File: config.mk
export PLATFORM = sky130hd
export DESIGN_NAME = uart_rb_front_flat
export DESIGN_NICKNAME = d
export VERILOG_FILES = /design/src/uart_rb_pkg.sv /design/src/uart_rb_if.sv /design/src/uart_rb_front.sv /design/src/flat_wrapper.sv
export SDC_FILE = /design/constraint.sdc
export NUM_CORES = 1
export LEC_CHECK = 0
export ABC_AREA = 1
export BUFFER_PORTS_ARGS = -buffer_cell sky130_fd_sc_hd__buf_2
export CORE_UTILIZATION = 45
export CTS_BUF_LIST = sky130_fd_sc_hd__clkbuf_2 sky130_fd_sc_hd__clkbuf_4 sky130_fd_sc_hd__clkbuf_8
export CTS_CLUSTER_DIAMETER = 60
export CTS_CLUSTER_SIZE = 12
export DETAILED_ROUTE_END_ITERATION = 6
export PLACE_DENSITY = 0.7
export SYNTH_ARGS = -nofsm -noshare
export SYNTH_HDL_FRONTEND = slang
export SYNTH_SLANG_ARGS = --single-unit
File: constraint.sdc
create_clock -name clk -period 1.9 [get_ports clk]
set_input_delay 0.38 -clock clk [delete_from_list [all_inputs] [get_ports clk]]
set_output_delay 0.38 -clock clk [all_outputs]
set_load 0.05 [all_outputs]
File: src/uart_rb_pkg.sv
// Shared types and constants for the serial-port ring buffer engine.
package uart_rb_pkg;

  localparam int RX_DEPTH_DEF = 256;
  localparam int TX_DEPTH_DEF = 256;
  localparam int BURST_DEF    = 16;
  localparam int READ_MAX     = 16;
  localparam int CNT_W        = 5;

  localparam logic [7:0] BYTE_LF  = 8'h0A;
  localparam logic [7:0] BYTE_CR  = 8'h0D;
  localparam logic [7:0] BYTE_DEL = 8'h7F;
  localparam logic [7:0] BYTE_BS  = 8'h08;

  typedef enum logic [1:0] {
    OP_WRITE = 2'd0,
    OP_RECV  = 2'd1,
    OP_TXE   = 2'd2,
    OP_READ  = 2'd3
  } op_t;

  typedef enum logic [2:0] {
    KIND_WACK = 3'd0,
    KIND_RXST = 3'd1,
    KIND_LINE = 3'd2,
    KIND_READ = 3'd3,
    KIND_IDLE = 3'd4
  } kind_t;

  typedef struct packed {
    op_t              op;
    logic [7:0]       data;
    logic [7:0]       tx_byte;
    logic             crlf;
    logic [CNT_W-1:0] count;
  } cmd_t;

  typedef enum logic [2:0] {
    ST_IDLE,
    ST_PUSH_LF,
    ST_RESP,
    ST_TX_RD,
    ST_TX_OUT,
    ST_RX_RD,
    ST_RX_OUT
  } state_t;

endpackage

File: src/uart_rb_if.sv
// Request and result channel interfaces of the serial-port ring buffer engine.
interface uart_rb_in_if;
  logic       valid;
  logic       ready;
  logic [1:0] operation;
  logic [7:0] data;
  logic [4:0] count;

  modport source (output valid, output operation, output data, output count, input ready);
  modport sink (input valid, input operation, input data, input count, output ready);
endinterface


File: src/uart_rb_front.sv
// Front end: classifies incoming transactions and holds them in a two-entry command queue.
module uart_rb_front (
  input  logic              clk,
  input  logic              rst,
  uart_rb_in_if.sink        req,
  output uart_rb_pkg::cmd_t cmd,
  output logic              cmd_valid,
  input  logic              cmd_pop
);
  import uart_rb_pkg::*;

  cmd_t       q [2];
  cmd_t       cls;
  logic       wr_ptr;
  logic       rd_ptr;
  logic [1:0] used;
  logic       push;
  logic [7:0] echo_byte;

  // The echo mapping is worked out here so that the engine only has to store bytes.
  always_comb begin
    echo_byte = req.data;
    if (req.data == BYTE_CR) begin
      echo_byte = BYTE_LF;
    end else if (req.data == BYTE_DEL) begin
      echo_byte = BYTE_BS;
    end
    cls.op      = op_t'(req.operation);
    cls.data    = req.data;
    cls.tx_byte = (cls.op == OP_RECV) ? echo_byte : req.data;
    cls.crlf    = (cls.tx_byte == BYTE_LF);
    cls.count   = (req.count > CNT_W'(READ_MAX)) ? CNT_W'(READ_MAX) : req.count;
  end

  assign req.ready = (used != 2'd2);
  assign push      = req.valid && req.ready;
  assign cmd_valid = (used != 2'd0);
  assign cmd       = q[rd_ptr];

  always_ff @(posedge clk) begin
    if (push) begin
      q[wr_ptr] <= cls;
    end
  end

  always_ff @(posedge clk) begin
    if (rst) begin
      wr_ptr <= 1'b0;
      rd_ptr <= 1'b0;
      used   <= 2'd0;
    end else begin
      if (push) begin
        wr_ptr <= ~wr_ptr;
      end
      if (cmd_pop) begin
        rd_ptr <= ~rd_ptr;
      end
      used <= used + 2'(push) - 2'(cmd_pop);
    end
  end

endmodule

File: src/flat_wrapper.sv
// flat-port wrapper written by rule: the top's interface ports become plain ports
module uart_rb_front_flat import uart_rb_pkg::*;
  (clk, rst, cmd, cmd_valid, cmd_pop, req_valid, req_operation, req_data, req_count, req_ready);
  uart_rb_in_if req_i ();
  input  logic clk;
  input  logic rst;
  output uart_rb_pkg::cmd_t cmd;
  output logic cmd_valid;
  input  logic cmd_pop;
  input wire logic [$bits(req_i.valid)-1:0] req_valid;
  input wire logic [$bits(req_i.operation)-1:0] req_operation;
  input wire logic [$bits(req_i.data)-1:0] req_data;
  input wire logic [$bits(req_i.count)-1:0] req_count;
  output wire logic [$bits(req_i.ready)-1:0] req_ready;
  assign req_i.valid = req_valid;
  assign req_i.operation = req_operation;
  assign req_i.data = req_data;
  assign req_i.count = req_count;
  assign req_ready = req_i.ready;
  uart_rb_front u_core (.clk(clk), .rst(rst), .req(req_i), .cmd(cmd), .cmd_valid(cmd_valid), .cmd_pop(cmd_pop));
endmodule
==> results of run 1 <==
[critical path: cells and delay by family, from the launching register on]
| kind | cells | cell delay [ps] |
|---|---|---|
| muxes | 1 | 360 |
| DFF | 1 | 360 |
| buffers and inverters | 2 | 400 |
[final cells by class]
cell class,count,area [um2],share of cell area [%]
clock buffers,6,76.3,2.96
multi-input cells,74,542,21.0
flip-flops and latches,53,1540,59.7
inverters,18,67.6,2.62
clock inverters,2,33.8,1.31
repair buffers,47,255,9.89
well taps,52,65.1,2.52
[cell families (layout without fill, tap and decap cells)]
logic type / after synthesis / after routing / share of synthesized area (%)
flops: 53 / 53 / 70.6
xor+xnor: 2 / 2 / 0.802
mux: 24 / 24 / 12.4
fa+ha+maj: 2 / 2 / 1.15
compound gates: 2 / 2 / 0.573
buf+inv: 24 / 73 / 4.87
simple gates: 44 / 44 / 9.68
[placed cells by master, fill, tap and decap left out, types with 2 or more instances in the layout]
master,netlist,layout
mux2_2,24,24
dfxtp_1,5,5
inv_1,17,17
ha_1,2,2
nor2_1,16,14
nor2_2,1,3
edfxtp_1,48,48
buf_4,0,2
clkbuf_8,0,5
nand3_1,5,5
nand3_2,2,2
xnor2_1,2,2
nor2_4,2,2
nand2_1,14,14
buf_2,1,44
nand2_2,2,2
[metal layers]
layer	share of wire [%]	up-vias	global-route usage [%]	wire (um)
met5	0	-	0	0
met4	1.5	0	5.88	55
met3	4.7	7	3.80	173
met2	51	38	26.7	1870
met1	43	603	19.5	1560
li1	-	613	-	-
[worst max-delay path by stage]
stage / startpoint / endpoint / slack (ps) / depth (start not counted)
floorplan: u_core.used[0] / u_core.q[1][0] / -80 / 4
global placement: flop / cmd[12] / 430 / 3
detailed placement: cmd_pop / u_core.used[1] / 400 / 7
CTS: flop / cmd[12] / 80 / 3
global route: flop / cmd[11] / 40 / 3
finish: flop / cmd[2] / 100 / 3
[state kept, by name, summed over array words and instances, names as in the netlist, named ones only]
name / cells
u_core.q: 48
u_core.wr_ptr: 1
u_core.used: 2
u_core.rd_ptr: 1
[per-stage QoR]
step	instances	power, mW	setup slack [ps]
6_report	252	3.02	104
5_1_grt	252	3.15	44.5
4_1_cts	252	3.05	82.5
3_5_place_dp	244	2.31	398
3_3_place_gp	244	2.28	430
2_1_floorplan	151	2.12	-75.3
[power groups by stage]
stage | combinational (mW) | clock (mW) | sequential, mW
CTS | 0.818 | 0.761 | 1.47
global route | 0.864 | 0.812 | 1.48
global placement | 0.796 | 0 | 1.49
detailed placement | 0.815 | 0 | 1.49
floorplan | 0.640 | 0 | 1.48
finish | 0.808 | 0.742 | 1.47
==> impl_results.md, run 1 <==
* Status: finished, final reports clean
* FP Rows at 24
* Min Tclk post-route at 1800 ps
* Pint at 2.05 mW
* CP max stage delay at 360 ps
* CP max-delay cell: dfxtp_1
* Flop pwr share at 48.6%
* Final core occ at 57.3%
* Post-CTS sizing at 0
* Clock Path Buffers at 2
* Final setup TNS at 0 ps
* Post-synth EDFFs at 48
* RSZ-0062 raised after global routing: no
* FMAX at 0.557 GHz
* WL per Instance at 14.5 um
* Cts hold-fix bufs at 0
* Area growth syn-to-layout at 18.2%
* R2r setup slk at 520 ps
* Worst setup EP type: primary output
* Crit Path Class: flop to primary output
* FF+latch count, synth at 53
* Cell breakdown of the critical path: buf_12 > mux2_2 > buf_2
* Fill count at 376
* Global placement routability congestion at 0.767
* Clock latency at the later pin of the worst-skew pair at 300 ps
* # IOs at 45
* Sw frac at 31.9%
* Worst Tran Pin Value at 345 ps
* Initial DRC count at 58
* Post-CTS Setup Bufs at 0
* Grt ovf at 0
* Vias in the first global route at 1,292
* Reg clk slew, reported paths at 80 ps
* # setup viols final at 0
* Dpl hpwl at 2500 um
* Core area at 4500 um2
* First-pass GRT wire length at 6080 um
* WHS Endpoint: u_core.q[0][22]
* Worst VDD drop at 0.576 mV
* CTS tree: yes
* Total track usage at 15.7%
* Pwr/cell area at 1170 nW/um2
* Final #Nets at 220
* Fin area at 2580 um2
* DIE AREA at 5140 um2
* Final Hold Violating Endpoints at 0
* Post-synthesis cell count at 151
* Post-synth top area share at 66.0%
* Detailed-router iteration count before antenna repair at 4
* Leading cell types by count after synthesis: 48 x edfxtp_1, 24 x mux2_2, 17 x inv_1
* Switch Pwr at 963 uW
* Routed via count at 1,261
* Ys flop type: edfxtp_1
* Post-synth top area cell: edfxtp_1
* Ant. Diodes at 0
* CTS root buffer: clkbuf_8
* Die W at 71.7 um
* Static leakage at 1.03 nW
* CP Max Fanout at 24
* Seq/Total Area, Yosys at 70.6%
* Starting Density at 48.5%
* Placed Instance Area at 2470 um2
* Clock power frac at 24.6%
* Hold Crit Depth at 1
* CTS Sinks at 53
* Syn Nets at 172
* Post-Syn Area at 2180 um2
* Max-slew headroom at 77.0%
* Count leader, synth: edfxtp_1
* Worst r2r dst: u_core.used[1]
* Worst Path Arrival at 1420 ps
* Async SR Flop Fraction at 0%
* Die Span Y at 71.7 um
* Avg Vias per Cell at 5.00
* Skew final at 4.83 ps
* R2R cell count at 8
* Unique masters post-synth at 21
* Avg Cell Area, Syn at 14.5 um2
* Initial antenna violation count at 0
* Number of buffers created by CTS at 5
* Final period util at 94.5%
* Routed WL at 3660 um
* Yosys warning count at 0
* Hold slack at 288 ps
* Max Slew Vio Count at 0
* Hold Crit Class: primary input to flop
* DRC errors left at 0
* Largest net degree at the start of global routing at 26
* Antenna Violating Nets Remaining at 0
* I/O Buffers at 44
* Hold path start: req_operation[0]
* Largest cells by area after synthesis: edfxtp_1 66%, mux2_2 12%, dfxtp_1 4.6%, inv_1 2.9%, nor2_1 2.7%
* Worst reg2reg startpoint: u_core.used[0]
* Share of cells above drive strength 1 at 44.0%
* Comb pwr share at 26.8%
* Max-cap violations at 0
* Critical Path Start Type: flop
* CTS H-Tree Depth at 2
* Critical path required time at 1520 ps
Power figures use the tool's default switching activity.
==> run 2, diff against run 1 <==
--- a/config.mk
+++ b/config.mk
@@ -13,6 +13,7 @@
 export CTS_CLUSTER_SIZE = 12
 export DETAILED_ROUTE_END_ITERATION = 6
 export PLACE_DENSITY = 0.7
+export REMOVE_ABC_BUFFERS = 1
 export SYNTH_ARGS = -nofsm -noshare
 export SYNTH_HDL_FRONTEND = slang
 export SYNTH_SLANG_ARGS = --single-unit
==> run 2 against run 1 <==
Effect of this change: flip-flop and latch count is the same; power about the same; hold slack lost 5.6 ps; setup slack lost 27 ps; combinational power is essentially flat; critical path type unchanged; largest cell class unchanged; highest routed layer unchanged.
==> impl_results.md, run 2 (synthesis gave the netlist of run 1 again) <==
* Vias in the first global route at 1,263 (-2.2%)
* Routed WL at 3600 um (-1.6%)
* CTS H-Tree Depth at 2 (unchanged)
* Worst VDD drop at 0.621 mV (+7.7%)
* Total track usage at 15.2% (-0.56 points)
* DRC errors left at 0 (unchanged)
* Detailed-router iteration count before antenna repair at 4 (unchanged)
* Global placement routability congestion at 0.729 (-5.1%)
* Most frequent cells in the layout: 48 x edfxtp_1, 44 x buf_2, 24 x mux2_2, 17 x inv_1
* Reg clk slew, reported paths at 90 ps (about the same)
* Crit Path Class: flop to primary output
* RSZ-0062 raised after global routing: no
* # IOs at 45 (unchanged)
* Fin area at 2580 um2 (about the same)
* Initial antenna violation count at 0 (unchanged)
* Dpl hpwl at 2590 um (+3.6%)
* Die W at 71.7 um (unchanged)
* Skew final at 5.47 ps (+0.638 ps)
* CTS Sinks at 53 (unchanged)
* Cts hold-fix bufs at 0 (unchanged)
* Final period util at 96.0% (+1.4 points)
* CP max stage delay at 370 ps (about the same)
* Die Span Y at 71.7 um (unchanged)
* Worst setup EP type: primary output
* Worst path bufs/invs at 2 (unchanged)
* Top Registers: u_core.q (48), u_core.used (2)
* Grt ovf at 0 (unchanged)
* Pwr/cell area at 1170 nW/um2 (about the same)
* Layout Cells excl Fill at 254 (+0.79%)
* Post-CTS sizing at 0 (unchanged)
* Crit path max-delay family: buffers and inverters
* FP Rows at 24 (unchanged)
* DIE AREA at 5140 um2 (unchanged)
* Number of buffers created by CTS at 5 (unchanged)
* Final #Nets at 222 (+0.91%)
* FMAX at 0.549 GHz (-1.5%)
* Register with the most flip-flops: u_core.q
* WL per Instance at 14.2 um (-2.3%)
* Clock Path Buffers at 2 (unchanged)
* Clock latency at the later pin of the worst-skew pair at 300 ps (about the same)
* Max-slew headroom at 78.5% (+1.5 points)
* Min Tclk post-route at 1820 ps (+26.7 ps)
* Core area at 4500 um2 (unchanged)
* Final Hold Violating Endpoints at 0 (unchanged)
* Cell breakdown of the critical path: buf_4 > mux2_2 > buf_2
* Worst Path Arrival at 1440 ps (+20 ps)
* Hold Crit Class: primary input to flop
* Final setup TNS at 0 ps (unchanged)
* Post-CTS Setup Bufs at 0 (unchanged)
* Power after layout at 3.02 mW (about the same)
* First-pass GRT wire length at 5910 um (-2.7%)
* Initial DRC count at 77 (+33%)
* Avg Vias per Cell at 5.06 (+1.2%)
* Critical path required time at 1520 ps (about the same)
* Final core occ at 57.4% (about the same)
* Area growth syn-to-layout at 18.3% (about the same)
* CP max-delay cell: mux2_2
* Max Slew Vio Count at 0 (unchanged)
* Largest net degree at the start of global routing at 25 (-3.8%)
* Ant. Diodes at 0 (unchanged)
* Starting Density at 48.5% (unchanged)
* Status: finished, final reports clean
* # setup viols final at 0 (unchanged)
* Worst Tran Pin Value at 322 ps (-22.6 ps)
* Critical Path Start Type: flop
* I/O Buffers at 44 (unchanged)
* CTS tree: yes
* Dpl cells at 246 (+0.82%)
* Hold slack at 282 ps (-5.60 ps)
* CP Max Fanout at 15 (-38%)
* Commonest non-fill, non-tap cell in the layout: edfxtp_1
* Final WS setup at 76.9 ps (-26.7 ps)
* Max reg flops at 48 (unchanged)
* Worst slack, placed at 378 ps (-20.1 ps)
* Placed Instance Area at 2470 um2 (+0.10%)
* Static leakage at 1.04 nW (+0.23%)
* CTS root buffer: clkbuf_8
* Antenna Violating Nets Remaining at 0 (unchanged)
* Routed via count at 1,286 (+2.0%)
* Max-cap violations at 0 (unchanged)
* Share of cells above drive strength 1 at 44.6% (+0.55 points)
run 2: cell count changes in the layout (fill, tap and decap cells not counted):
cell / before / now
buf_12: 1 / 0
buf_4: 2 / 5
clkinvlp_4: 0 / 1
clkbuf_4: 1 / 0
run 2: worst register-to-register path, stage by stage, from the launching register on:
cell	delay (ps)
dfxtp_1	310
inv_1	80
nand2_1	80
nand2_1	150
inv_1	80
ha_1	210
xnor2_1	190
nand2_1	70
nor3b_1	130
run 2: path summary, 6_finish.rpt:
check	startpoint	endpoint	slack, ps	cells past startpoint
worst min-delay path	req_count[4]	u_core.q[1][4]	280	1
worst min register to register	u_core.wr_ptr	u_core.wr_ptr	530	2
worst max-delay path	flop	cmd[16]	80	3
worst max register to register	u_core.used[0]	u_core.used[1]	490	8
run 2: cell type report:
cell class              instances  area, um2
multi-input cells              74        542
well taps                      52       65.1
repair buffers                 49        258
fillers                       382       1920
inverters                      18       67.6
clock inverters                 3       41.3
clock buffers                   5       68.8
flip-flops and latches         53       1540
run 2: per-layer routing:
layer  wire (um)  global-route usage (%)
met2        1810                    24.9
met5           0                       0
met4          29                    4.58
met3         195                    3.94
met1        1570                    19.9
run 2: report_power, final:
part / leakage [nW] / internal, mW / switching (mW) / total (mW)
logic: 0.494 / 0.220 / 0.590 / 0.810
clock network: 0.0518 / 0.388 / 0.354 / 0.742
registers: 0.490 / 1.43 / 0.0347 / 1.47
