--- src/uart_rb_pkg.sv ---
// Shared types and constants for the serial-port ring buffer engine.
package uart_rb_pkg;

  localparam int RX_DEPTH_DEF = 256;
  localparam int TX_DEPTH_DEF = 256;
  localparam int BURST_DEF    = 16;
  localparam int READ_MAX     = 16;
  localparam int CNT_W        = 5;

  localparam logic [7:0] BYTE_LF  = 8'h0A;
  localparam logic [7:0] BYTE_CR  = 8'h0D;
  localparam logic [7:0] BYTE_DEL = 8'h7F;
  localparam logic [7:0] BYTE_BS  = 8'h08;

  typedef enum logic [1:0] {
    OP_WRITE = 2'd0,
    OP_RECV  = 2'd1,
    OP_TXE   = 2'd2,
    OP_READ  = 2'd3
  } op_t;

  typedef enum logic [2:0] {
    KIND_WACK = 3'd0,
    KIND_RXST = 3'd1,
    KIND_LINE = 3'd2,
    KIND_READ = 3'd3,
    KIND_IDLE = 3'd4
  } kind_t;

  typedef struct packed {
    op_t              op;
    logic [7:0]       data;
    logic [7:0]       tx_byte;
    logic             crlf;
    logic [CNT_W-1:0] count;
  } cmd_t;

  typedef enum logic [2:0] {
    ST_IDLE,
    ST_PUSH_LF,
    ST_RESP,
    ST_TX_RD,
    ST_TX_OUT,
    ST_RX_RD,
    ST_RX_OUT
  } state_t;

endpackage

--- src/uart_rb_if.sv ---


interface uart_rb_out_if #(
  parameter int RX_DEPTH = uart_rb_pkg::RX_DEPTH_DEF,
  parameter int TX_DEPTH = uart_rb_pkg::TX_DEPTH_DEF
);
  localparam int RX_LW = $clog2(RX_DEPTH + 1);
  localparam int TX_LW = $clog2(TX_DEPTH + 1);

  logic             valid;
  logic             ready;
  logic [2:0]       kind;
  logic [7:0]       byte_out;
  logic             ok;
  logic             last;
  logic             tx_irq_enable;
  logic [RX_LW-1:0] rx_level;
  logic [TX_LW-1:0] tx_level;

  modport source (output valid, output kind, output byte_out, output ok, output last,
                  output tx_irq_enable, output rx_level, output tx_level, input ready);
  modport sink (input valid, input kind, input byte_out, input ok, input last,
                input tx_irq_enable, input rx_level, input tx_level, output ready);
endinterface

--- src/uart_rb_back.sv ---
// Back end: executes commands against the transmit and receive rings and drives results.
module uart_rb_back #(
  parameter int RX_DEPTH = uart_rb_pkg::RX_DEPTH_DEF,
  parameter int TX_DEPTH = uart_rb_pkg::TX_DEPTH_DEF,
  parameter int BURST    = uart_rb_pkg::BURST_DEF
) (
  input  logic              clk,
  input  logic              rst,
  input  logic              cfg_we,
  input  logic              cfg_wdata,
  input  uart_rb_pkg::cmd_t cmd,
  input  logic              cmd_valid,
  output logic              cmd_pop,
  uart_rb_out_if.source     rsp
);
  import uart_rb_pkg::*;

  localparam int RX_AW = $clog2(RX_DEPTH);
  localparam int TX_AW = $clog2(TX_DEPTH);
  localparam int RX_LW = $clog2(RX_DEPTH + 1);
  localparam int TX_LW = $clog2(TX_DEPTH + 1);
  localparam int BW    = $clog2(BURST + 1);
  localparam logic [RX_AW-1:0] RX_LAST = RX_AW'(RX_DEPTH - 1);
  localparam logic [TX_AW-1:0] TX_LAST = TX_AW'(TX_DEPTH - 1);

  logic [7:0] rx_mem [RX_DEPTH];
  logic [7:0] tx_mem [TX_DEPTH];
  logic [7:0] rx_rdata;
  logic [7:0] tx_rdata;

  state_t           state, state_next;
  cmd_t             cur, cur_next;
  logic             echo_en;
  logic [RX_AW-1:0] rx_head, rx_head_next, rx_tail, rx_tail_next;
  logic [RX_LW-1:0] rx_fill, rx_fill_next;
  logic [TX_AW-1:0] tx_head, tx_head_next, tx_tail, tx_tail_next;
  logic [TX_LW-1:0] tx_fill, tx_fill_next;
  logic             tx_irq, tx_irq_next;
  logic [BW-1:0]    burst_n, burst_n_next;
  logic [CNT_W-1:0] read_n, read_n_next;
  kind_t            resp_kind, resp_kind_next;
  logic [7:0]       resp_byte, resp_byte_next;
  logic             resp_ok, resp_ok_next;

  logic             rx_we, tx_we, rx_re, tx_re;
  logic [7:0]       tx_wdata;
  logic             rx_room, tx_room;
  logic [RX_AW-1:0] rx_tail_inc, rx_head_inc;
  logic [TX_AW-1:0] tx_tail_inc, tx_head_inc;

  logic             out_free, out_load;
  kind_t            out_kind;
  logic [7:0]       out_byte;
  logic             out_ok, out_last;

  logic             o_valid;
  kind_t            o_kind;
  logic [7:0]       o_byte;
  logic             o_ok, o_last, o_irq;
  logic [RX_LW-1:0] o_rx_level;
  logic [TX_LW-1:0] o_tx_level;

  assign rx_room     = rx_fill < RX_LW'(RX_DEPTH);
  assign tx_room     = tx_fill < TX_LW'(TX_DEPTH - 1);
  assign rx_tail_inc = (rx_tail == RX_LAST) ? '0 : rx_tail + 1'b1;
  assign rx_head_inc = (rx_head == RX_LAST) ? '0 : rx_head + 1'b1;
  assign tx_tail_inc = (tx_tail == TX_LAST) ? '0 : tx_tail + 1'b1;
  assign tx_head_inc = (tx_head == TX_LAST) ? '0 : tx_head + 1'b1;
  assign out_free    = !o_valid || rsp.ready;

  always_comb begin
    state_next     = state;
    cur_next       = cur;
    rx_head_next   = rx_head;
    rx_tail_next   = rx_tail;
    rx_fill_next   = rx_fill;
    tx_head_next   = tx_head;
    tx_tail_next   = tx_tail;
    tx_fill_next   = tx_fill;
    tx_irq_next    = tx_irq;
    burst_n_next   = burst_n;
    read_n_next    = read_n;
    resp_kind_next = resp_kind;
    resp_byte_next = resp_byte;
    resp_ok_next   = resp_ok;
    cmd_pop        = 1'b0;
    rx_we          = 1'b0;
    tx_we          = 1'b0;
    rx_re          = 1'b0;
    tx_re          = 1'b0;
    tx_wdata       = cmd.crlf ? BYTE_CR : cmd.tx_byte;
    out_load       = 1'b0;
    out_kind       = resp_kind;
    out_byte       = resp_byte;
    out_ok         = resp_ok;
    out_last       = 1'b1;
    unique case (state)
      ST_IDLE: begin
        if (cmd_valid) begin
          cmd_pop        = 1'b1;
          cur_next       = cmd;
          resp_byte_next = cmd.data;
          state_next     = ST_RESP;
          unique case (cmd.op)
            OP_WRITE: begin
              resp_kind_next = KIND_WACK;
              resp_ok_next   = tx_room;
              tx_irq_next    = 1'b1;
              if (tx_room) begin
                tx_we        = 1'b1;
                tx_tail_next = tx_tail_inc;
                tx_fill_next = tx_fill + 1'b1;
                if (cmd.crlf) begin
                  state_next = ST_PUSH_LF;
                end
              end
            end
            OP_RECV: begin
              resp_kind_next = KIND_RXST;
              resp_ok_next   = rx_room;
              if (rx_room) begin
                rx_we        = 1'b1;
                rx_tail_next = rx_tail_inc;
                rx_fill_next = rx_fill + 1'b1;
                if (echo_en) begin
                  tx_irq_next = 1'b1;
                  if (tx_room) begin
                    tx_we        = 1'b1;
                    tx_tail_next = tx_tail_inc;
                    tx_fill_next = tx_fill + 1'b1;
                    if (cmd.crlf) begin
                      state_next = ST_PUSH_LF;
                    end
                  end
                end
              end
            end
            OP_TXE: begin
              if (tx_fill == '0) begin
                tx_irq_next    = 1'b0;
                resp_kind_next = KIND_IDLE;
                resp_byte_next = 8'h00;
                resp_ok_next   = 1'b0;
              end else begin
                burst_n_next = '0;
                state_next   = ST_TX_RD;
              end
            end
            OP_READ: begin
              if (cmd.count == '0 || rx_fill == '0) begin
                resp_kind_next = KIND_READ;
                resp_byte_next = 8'h00;
                resp_ok_next   = 1'b0;
              end else begin
                read_n_next = '0;
                state_next  = ST_RX_RD;
              end
            end
            default: state_next = ST_RESP;
          endcase
        end
      end
      ST_PUSH_LF: begin
        tx_we        = 1'b1;
        tx_wdata     = BYTE_LF;
        tx_tail_next = tx_tail_inc;
        tx_fill_next = tx_fill + 1'b1;
        state_next   = ST_RESP;
      end
      ST_RESP: begin
        if (out_free) begin
          out_load   = 1'b1;
          state_next = ST_IDLE;
        end
      end
      ST_TX_RD: begin
        tx_re        = 1'b1;
        tx_head_next = tx_head_inc;
        tx_fill_next = tx_fill - 1'b1;
        burst_n_next = burst_n + 1'b1;
        state_next   = ST_TX_OUT;
      end
      ST_TX_OUT: begin
        out_kind = KIND_LINE;
        out_byte = tx_rdata;
        out_ok   = 1'b1;
        out_last = (burst_n == BW'(BURST)) || (tx_fill == '0);
        if (out_free) begin
          out_load   = 1'b1;
          state_next = out_last ? ST_IDLE : ST_TX_RD;
        end
      end
      ST_RX_RD: begin
        rx_re        = 1'b1;
        rx_head_next = rx_head_inc;
        rx_fill_next = rx_fill - 1'b1;
        read_n_next  = read_n + 1'b1;
        state_next   = ST_RX_OUT;
      end
      ST_RX_OUT: begin
        out_kind = KIND_READ;
        out_byte = rx_rdata;
        out_ok   = 1'b1;
        out_last = (read_n == cur.count) || (rx_fill == '0);
        if (out_free) begin
          out_load   = 1'b1;
          state_next = out_last ? ST_IDLE : ST_RX_RD;
        end
      end
      default: state_next = ST_IDLE;
    endcase
  end

  always_ff @(posedge clk) begin
    if (rx_we) begin
      rx_mem[rx_tail] <= cmd.data;
    end
    if (rx_re) begin
      rx_rdata <= rx_mem[rx_head];
    end
  end

  always_ff @(posedge clk) begin
    if (tx_we) begin
      tx_mem[tx_tail] <= tx_wdata;
    end
    if (tx_re) begin
      tx_rdata <= tx_mem[tx_head];
    end
  end

  always_ff @(posedge clk) begin
    if (rst) begin
      state   <= ST_IDLE;
      echo_en <= 1'b0;
      rx_head <= '0;
      rx_tail <= '0;
      rx_fill <= '0;
      tx_head <= '0;
      tx_tail <= '0;
      tx_fill <= '0;
      tx_irq  <= 1'b0;
      burst_n <= '0;
      read_n  <= '0;
    end else begin
      state   <= state_next;
      rx_head <= rx_head_next;
      rx_tail <= rx_tail_next;
      rx_fill <= rx_fill_next;
      tx_head <= tx_head_next;
      tx_tail <= tx_tail_next;
      tx_fill <= tx_fill_next;
      tx_irq  <= tx_irq_next;
      burst_n <= burst_n_next;
      read_n  <= read_n_next;
      if (cfg_we) begin
        echo_en <= cfg_wdata;
      end
    end
  end

  always_ff @(posedge clk) begin
    cur       <= cur_next;
    resp_kind <= resp_kind_next;
    resp_byte <= resp_byte_next;
    resp_ok   <= resp_ok_next;
  end

  // The levels and interrupt enable are already up to date when a result is loaded.
  always_ff @(posedge clk) begin
    if (rst) begin
      o_valid <= 1'b0;
    end else if (out_load) begin
      o_valid <= 1'b1;
    end else if (rsp.ready) begin
      o_valid <= 1'b0;
    end
  end

  always_ff @(posedge clk) begin
    if (out_load) begin
      o_kind     <= out_kind;
      o_byte     <= out_byte;
      o_ok       <= out_ok;
      o_last     <= out_last;
      o_irq      <= tx_irq;
      o_rx_level <= rx_fill;
      o_tx_level <= tx_fill;
    end
  end

  assign rsp.valid         = o_valid;
  assign rsp.kind          = o_kind;
  assign rsp.byte_out      = o_byte;
  assign rsp.ok            = o_ok;
  assign rsp.last          = o_last;
  assign rsp.tx_irq_enable = o_irq;
  assign rsp.rx_level      = o_rx_level;
  assign rsp.tx_level      = o_tx_level;

endmodule

--- src/flat_wrapper.sv ---
// flat-port wrapper written by rule: the top's interface ports become plain ports
module uart_rb_back_flat import uart_rb_pkg::*;
#(
  parameter int RX_DEPTH = uart_rb_pkg::RX_DEPTH_DEF,
  parameter int TX_DEPTH = uart_rb_pkg::TX_DEPTH_DEF,
  parameter int BURST    = uart_rb_pkg::BURST_DEF
)
  (clk, rst, cfg_we, cfg_wdata, cmd, cmd_valid, cmd_pop, rsp_valid, rsp_kind, rsp_byte_out, rsp_ok, rsp_last, rsp_tx_irq_enable, rsp_rx_level, rsp_tx_level, rsp_ready);
  uart_rb_out_if #(.RX_DEPTH(RX_DEPTH), .TX_DEPTH(TX_DEPTH)) rsp_i ();
  input  logic clk;
  input  logic rst;
  input  logic cfg_we;
  input  logic cfg_wdata;
  input  uart_rb_pkg::cmd_t cmd;
  input  logic cmd_valid;
  output logic cmd_pop;
  output wire logic [$bits(rsp_i.valid)-1:0] rsp_valid;
  output wire logic [$bits(rsp_i.kind)-1:0] rsp_kind;
  output wire logic [$bits(rsp_i.byte_out)-1:0] rsp_byte_out;
  output wire logic [$bits(rsp_i.ok)-1:0] rsp_ok;
  output wire logic [$bits(rsp_i.last)-1:0] rsp_last;
  output wire logic [$bits(rsp_i.tx_irq_enable)-1:0] rsp_tx_irq_enable;
  output wire logic [$bits(rsp_i.rx_level)-1:0] rsp_rx_level;
  output wire logic [$bits(rsp_i.tx_level)-1:0] rsp_tx_level;
  input wire logic [$bits(rsp_i.ready)-1:0] rsp_ready;
  assign rsp_valid = rsp_i.valid;
  assign rsp_kind = rsp_i.kind;
  assign rsp_byte_out = rsp_i.byte_out;
  assign rsp_ok = rsp_i.ok;
  assign rsp_last = rsp_i.last;
  assign rsp_tx_irq_enable = rsp_i.tx_irq_enable;
  assign rsp_rx_level = rsp_i.rx_level;
  assign rsp_tx_level = rsp_i.tx_level;
  assign rsp_i.ready = rsp_ready;
  uart_rb_back #(.RX_DEPTH(RX_DEPTH), .TX_DEPTH(TX_DEPTH), .BURST(BURST)) u_core (.clk(clk), .rst(rst), .cfg_we(cfg_we), .cfg_wdata(cfg_wdata), .cmd(cmd), .cmd_valid(cmd_valid), .cmd_pop(cmd_pop), .rsp(rsp_i));
endmodule
--- config.mk ---
export PLATFORM = sky130hd
export DESIGN_NAME = uart_rb_back_flat
export DESIGN_NICKNAME = d
export VERILOG_FILES = /design/src/uart_rb_pkg.sv /design/src/uart_rb_if.sv /design/src/uart_rb_back.sv /design/src/flat_wrapper.sv
export SDC_FILE = /design/constraint.sdc
export NUM_CORES = 2
export LEC_CHECK = 0
export ABC_AREA = 0
export BUFFER_PORTS_ARGS = -buffer_cell sky130_fd_sc_hd__buf_2
export CAP_MARGIN = 20
export CORE_UTILIZATION = 41
export CTS_CLUSTER_DIAMETER = 40
export CTS_CLUSTER_SIZE = 30
export DETAILED_ROUTE_END_ITERATION = 6
export PLACE_DENSITY_LB_ADDON = 0.05
export SETUP_SLACK_MARGIN = 0.4
export SYNTH_ARGS = -nofsm -noshare
export SYNTH_HDL_FRONTEND = slang
export SYNTH_SLANG_ARGS = --single-unit
--- constraint.sdc ---
create_clock -name clk -period 25.6 [get_ports clk]
set_input_delay 1.28 -clock clk [delete_from_list [all_inputs] [get_ports clk]]
set_output_delay 1.28 -clock clk [all_outputs]
set_load 0.1 [all_outputs]
==> metrics.csv <==
stage,metric,value,unit
outcome,status,"finished, violations left",
outcome,failing checks,design-rule violations,
setup_path,Worst EP required,26.33,ns
place,"number of placed instances, taps included",13100,
yosys,fraction of synthesis flops using an asynchronous set or reset pin,0,%
clock_network,CTS root buffer,clkbuf_16,
sta,Worst-Margin Slew,1.25,ns
clock_network,Post-CTS Setup Repair Bufs,0,
grt,initial antenna violation count,13,
clock_network,Clock Sinks,4227,
floorplanning,total core area,400000,um^2
yosys,ys flop type,edfxtp_1,
yosys,#FFs+latches synth,4227,
setup_path,Startpoint Class,flip-flop,
sta,min cycle time layout,6.00,ns
cells_and_area,fraction of layout cells with a size suffix above 1,24.8,%
cells_and_area,"commonest non-fill, non-tap cell in the layout",edfxtp_1,
floorplanning,Site Rows,232,
yosys,yosys warns,0,
setup_path,R2R Path Start,u_core.rx_head[1],
sta,post-route setup TNS,0,ns
yosys,Gate Count Post-Synth,8043,
route,via count,83400,
yosys,Syn Area/Cell,20.5,um^2
floorplanning,Total Die Area,406000,um^2
yosys,sequential area share after synthesis,76.4,%
floorplanning,chip width,637,um
power_and_ir_drop,Cell Int Power,12.9,mW
route,WL final,498000,um
clock_network,CTS tree,yes,
setup_path,Setup crit end kind,flip-flop,
power_and_ir_drop,Leak,58.3,nW
setup_path,"slowest stage delay, CP",0.84,ns
place,dpl hpwl,297000,um
sta,period utilization,23.5,%
clock_network,cts bufs inserted,590,
setup_path,cell mode on critical path,buf_4,
power_and_ir_drop,switching power share of the total,21.0,%
route,Antenna Violating Nets Remaining,0,
clock_network,clk buf depth,4,
route,drt pass-1 iters,7,
power_and_ir_drop,Power per Cell Area,85.3,nW/um^2
power_and_ir_drop,Comb power frac,2.0,%
yosys,mapped cell area,165000,um^2
cells_and_area,P&R area growth vs syn,16.0,%
flow_run,max-cap violations,0,
clock_network,Clock transition at path regs,0.05,ns
cells_and_area,fin cells,14200,
clock_network,hold buffers post-CTS,0,
clock_network,htree depth,6,
floorplanning,Die Ht,637,um
floorplanning,effective utilization at floorplan,41.3,%
min_path,Min-Delay Startpoint,u_core.tx_irq,
sta,fmax,167,MHz
cells_and_area,Fillers,33000,
power_and_ir_drop,P_sw,3.43,mW
grt,first-pass GRT wire length,694000,um
setup_path,CP cell instances,"buf_4, buf_4, buf_4, mux4_2, a22oi_1, nand2_1, nor3_1, a31oi_1, a22oi_1, mux2i_1",
min_path,Hold Crit Class,flip-flop to flip-flop,
clock_network,worst-skew pair later-pin latency,1.05,ns
yosys,Synth cell types,90,
setup_path,CP Data Arrival Time,6.74,ns
sta,slew margin rel.,16.4,%
sta,RSZ-0062 raised after global routing,false,
setup_path,critical path peak fanout,47,
place,GPL Wtd Cong,0.843,
power_and_ir_drop,clock network power share,51.2,%
sta,Pins Over Slew Limit,0,
setup_path,crit path kind,flip-flop to flip-flop,
setup_path,launch point of the worst path,u_core.rx_head[1],
grt,largest net degree at the start of global routing,173,
yosys,"Net Count, Synth",8102,
route,initial DRC count,8103,
setup_path,crit path buf inv count,3,
grt,total track usage,24.3,%
route,DRC Markers,3,
grt,grt ovf,0,
route,DR vias/cell,5.88,
floorplanning,num ports,64,
setup_path,slowest CP cell,dfxtp_4,
power_and_ir_drop,sequential share of power,46.8,%
sta,final setup violating endpoints,0,
route,WL/cell,35.1,um
yosys,"EDFF count, synth",4161,
place,port bufs,63,
grt,vias in the first global route,85300,
clock_network,post-cts sizing count,0,
sta,Fin. Hold Viols,0,
setup_path,Crit path max-delay family,buffers and inverters,
cells_and_area,final net count,8489,
power_and_ir_drop,Max IR drop VDD,81.0,uV
sta,clock skew,0.0422,ns
cells_and_area,most frequent cells in the layout,"4161 x edfxtp_1, 876 x mux4_2, 639 x nor2_1",
==> metal layers <==
| layer | wire length, um | share of wire [%] | vias to the layer above | GRT usage, % |
|---|---|---|---|---|
| li1 | - | - | 34400 | - |
| met1 | 209000 | 42 | 45500 | 33.1 |
| met2 | 247000 | 50 | 2738 | 40.5 |
| met3 | 25300 | 5.1 | 744 | 3.46 |
| met4 | 16600 | 3.3 | 4 | 7.65 |
| met5 | 62 | 0.012 | - | 0 |
==> stage by stage <==
step / setup slack [ns] / area [um^2] / hold slack (ns) / power, mW / utilization, %
detailed placement: 19.50 / 171000 / 0.438 / 8.13 / 42.8
CTS: 19.46 / 192000 / 0.369 / 16.5 / 47.8
floorplan: 12.20 / 165000 / 0.409 / 7.98 / -
global route: 19.36 / 192000 / 0.409 / 16.8 / 47.9
finish: 19.60 / 192000 / 0.448 / 16.3 / 47.9
global placement: 19.47 / 171000 / 0.431 / 8.12 / 42.8
==> cells by family after synthesis <==
| logic type | count (synthesis) | synth area share (%) |
|---|---|---|
| xor+xnor | 42 | 0.223 |
| buf+inv | 511 | 1.91 |
| flops | 4227 | 76.4 |
| compound gates | 796 | 3.36 |
| fa+ha+maj | 29 | 0.229 |
| mux | 1266 | 14.8 |
| simple gates | 1172 | 3.05 |
==> area by class of cell <==
class | instances | area (um^2) | area share [%]
Sequential cell | 4227 | 126000 | 65.9
Multi-Input combinational cell | 3305 | 36100 | 18.9
Clock buffer | 668 | 15600 | 8.15
Tap cell | 5265 | 6590 | 3.44
Clock inverter | 406 | 4660 | 2.43
Timing Repair Buffer | 276 | 2210 | 1.15
Inverter | 30 | 118 | 0.0614
Antenna cell | 11 | 27.5 | 0.0144
==> sequential cells by signal, indices dropped and copies added (netlist names), 5 cells and up <==
signal	cells
u_core.tx_tail	8
u_core.tx_fill	9
u_core.tx_rdata	8
u_core.rx_fill	9
u_core.tx_mem	2048
u_core.burst_n	5
u_core.rx_mem	2048
u_core.rx_rdata	8
u_core.rx_head	8
u_core.read_n	5
u_core.rsp.tx_level	9
u_core.rsp.rx_level	9
u_core.cur	5
u_core.rx_tail	8
u_core.resp_byte	8
u_core.rsp.byte_out	8
u_core.tx_head	8
==> Yosys cell counts, drive strengths merged (7+ instances only) <==
master,n,area share (%)
and3,12,0.045
o211ai,9,0.041
ha,27,0.20
nand2,222,0.50
nand3,94,0.28
and2,25,0.095
a311oi,7,0.037
a2111oi,21,0.12
a22oi,144,0.65
a21oi,171,0.52
mux2,8,0.055
clkinv,7,0.016
mux4,926,13
nor4,10,0.038
nor3,41,0.12
o221ai,41,0.22
edfxtp,4161,76
a22o,29,0.15
or2,10,0.038
a32oi,9,0.048
o21ai,81,0.25
nand3b,7,0.032
dfxtp,66,0.80
mux2i,332,2.0
xnor2,22,0.12
clkbuf,209,0.58
a31oi,22,0.083
xor2,20,0.11
nand2b,19,0.072
nor2,646,1.5
a221oi,54,0.29
inv,23,0.052
nand4,23,0.087
a211oi,68,0.31
nor2b,41,0.16
buf,272,1.3
o22ai,62,0.23
==> final timing paths <==
kind              depth (start not counted)  slack (ns)                       end
hold reg to reg                           0        0.45  u_core.rsp.tx_irq_enable
hold / removal                            0        0.45  u_core.rsp.tx_irq_enable
setup reg to reg                         10       19.60        u_core.rx_rdata[6]
setup / recovery                         10       19.60        u_core.rx_rdata[6]
==> power groups by stage <==
stage,combinational [mW],sequential [mW],clock [mW]
detailed placement,0.335,7.80,0
global placement,0.325,7.80,0
CTS,0.335,7.66,8.49
floorplan,0.114,7.87,0
finish,0.328,7.66,8.36
global route,0.348,7.65,8.76
Note: power is estimated with default switching activity, not from simulation.
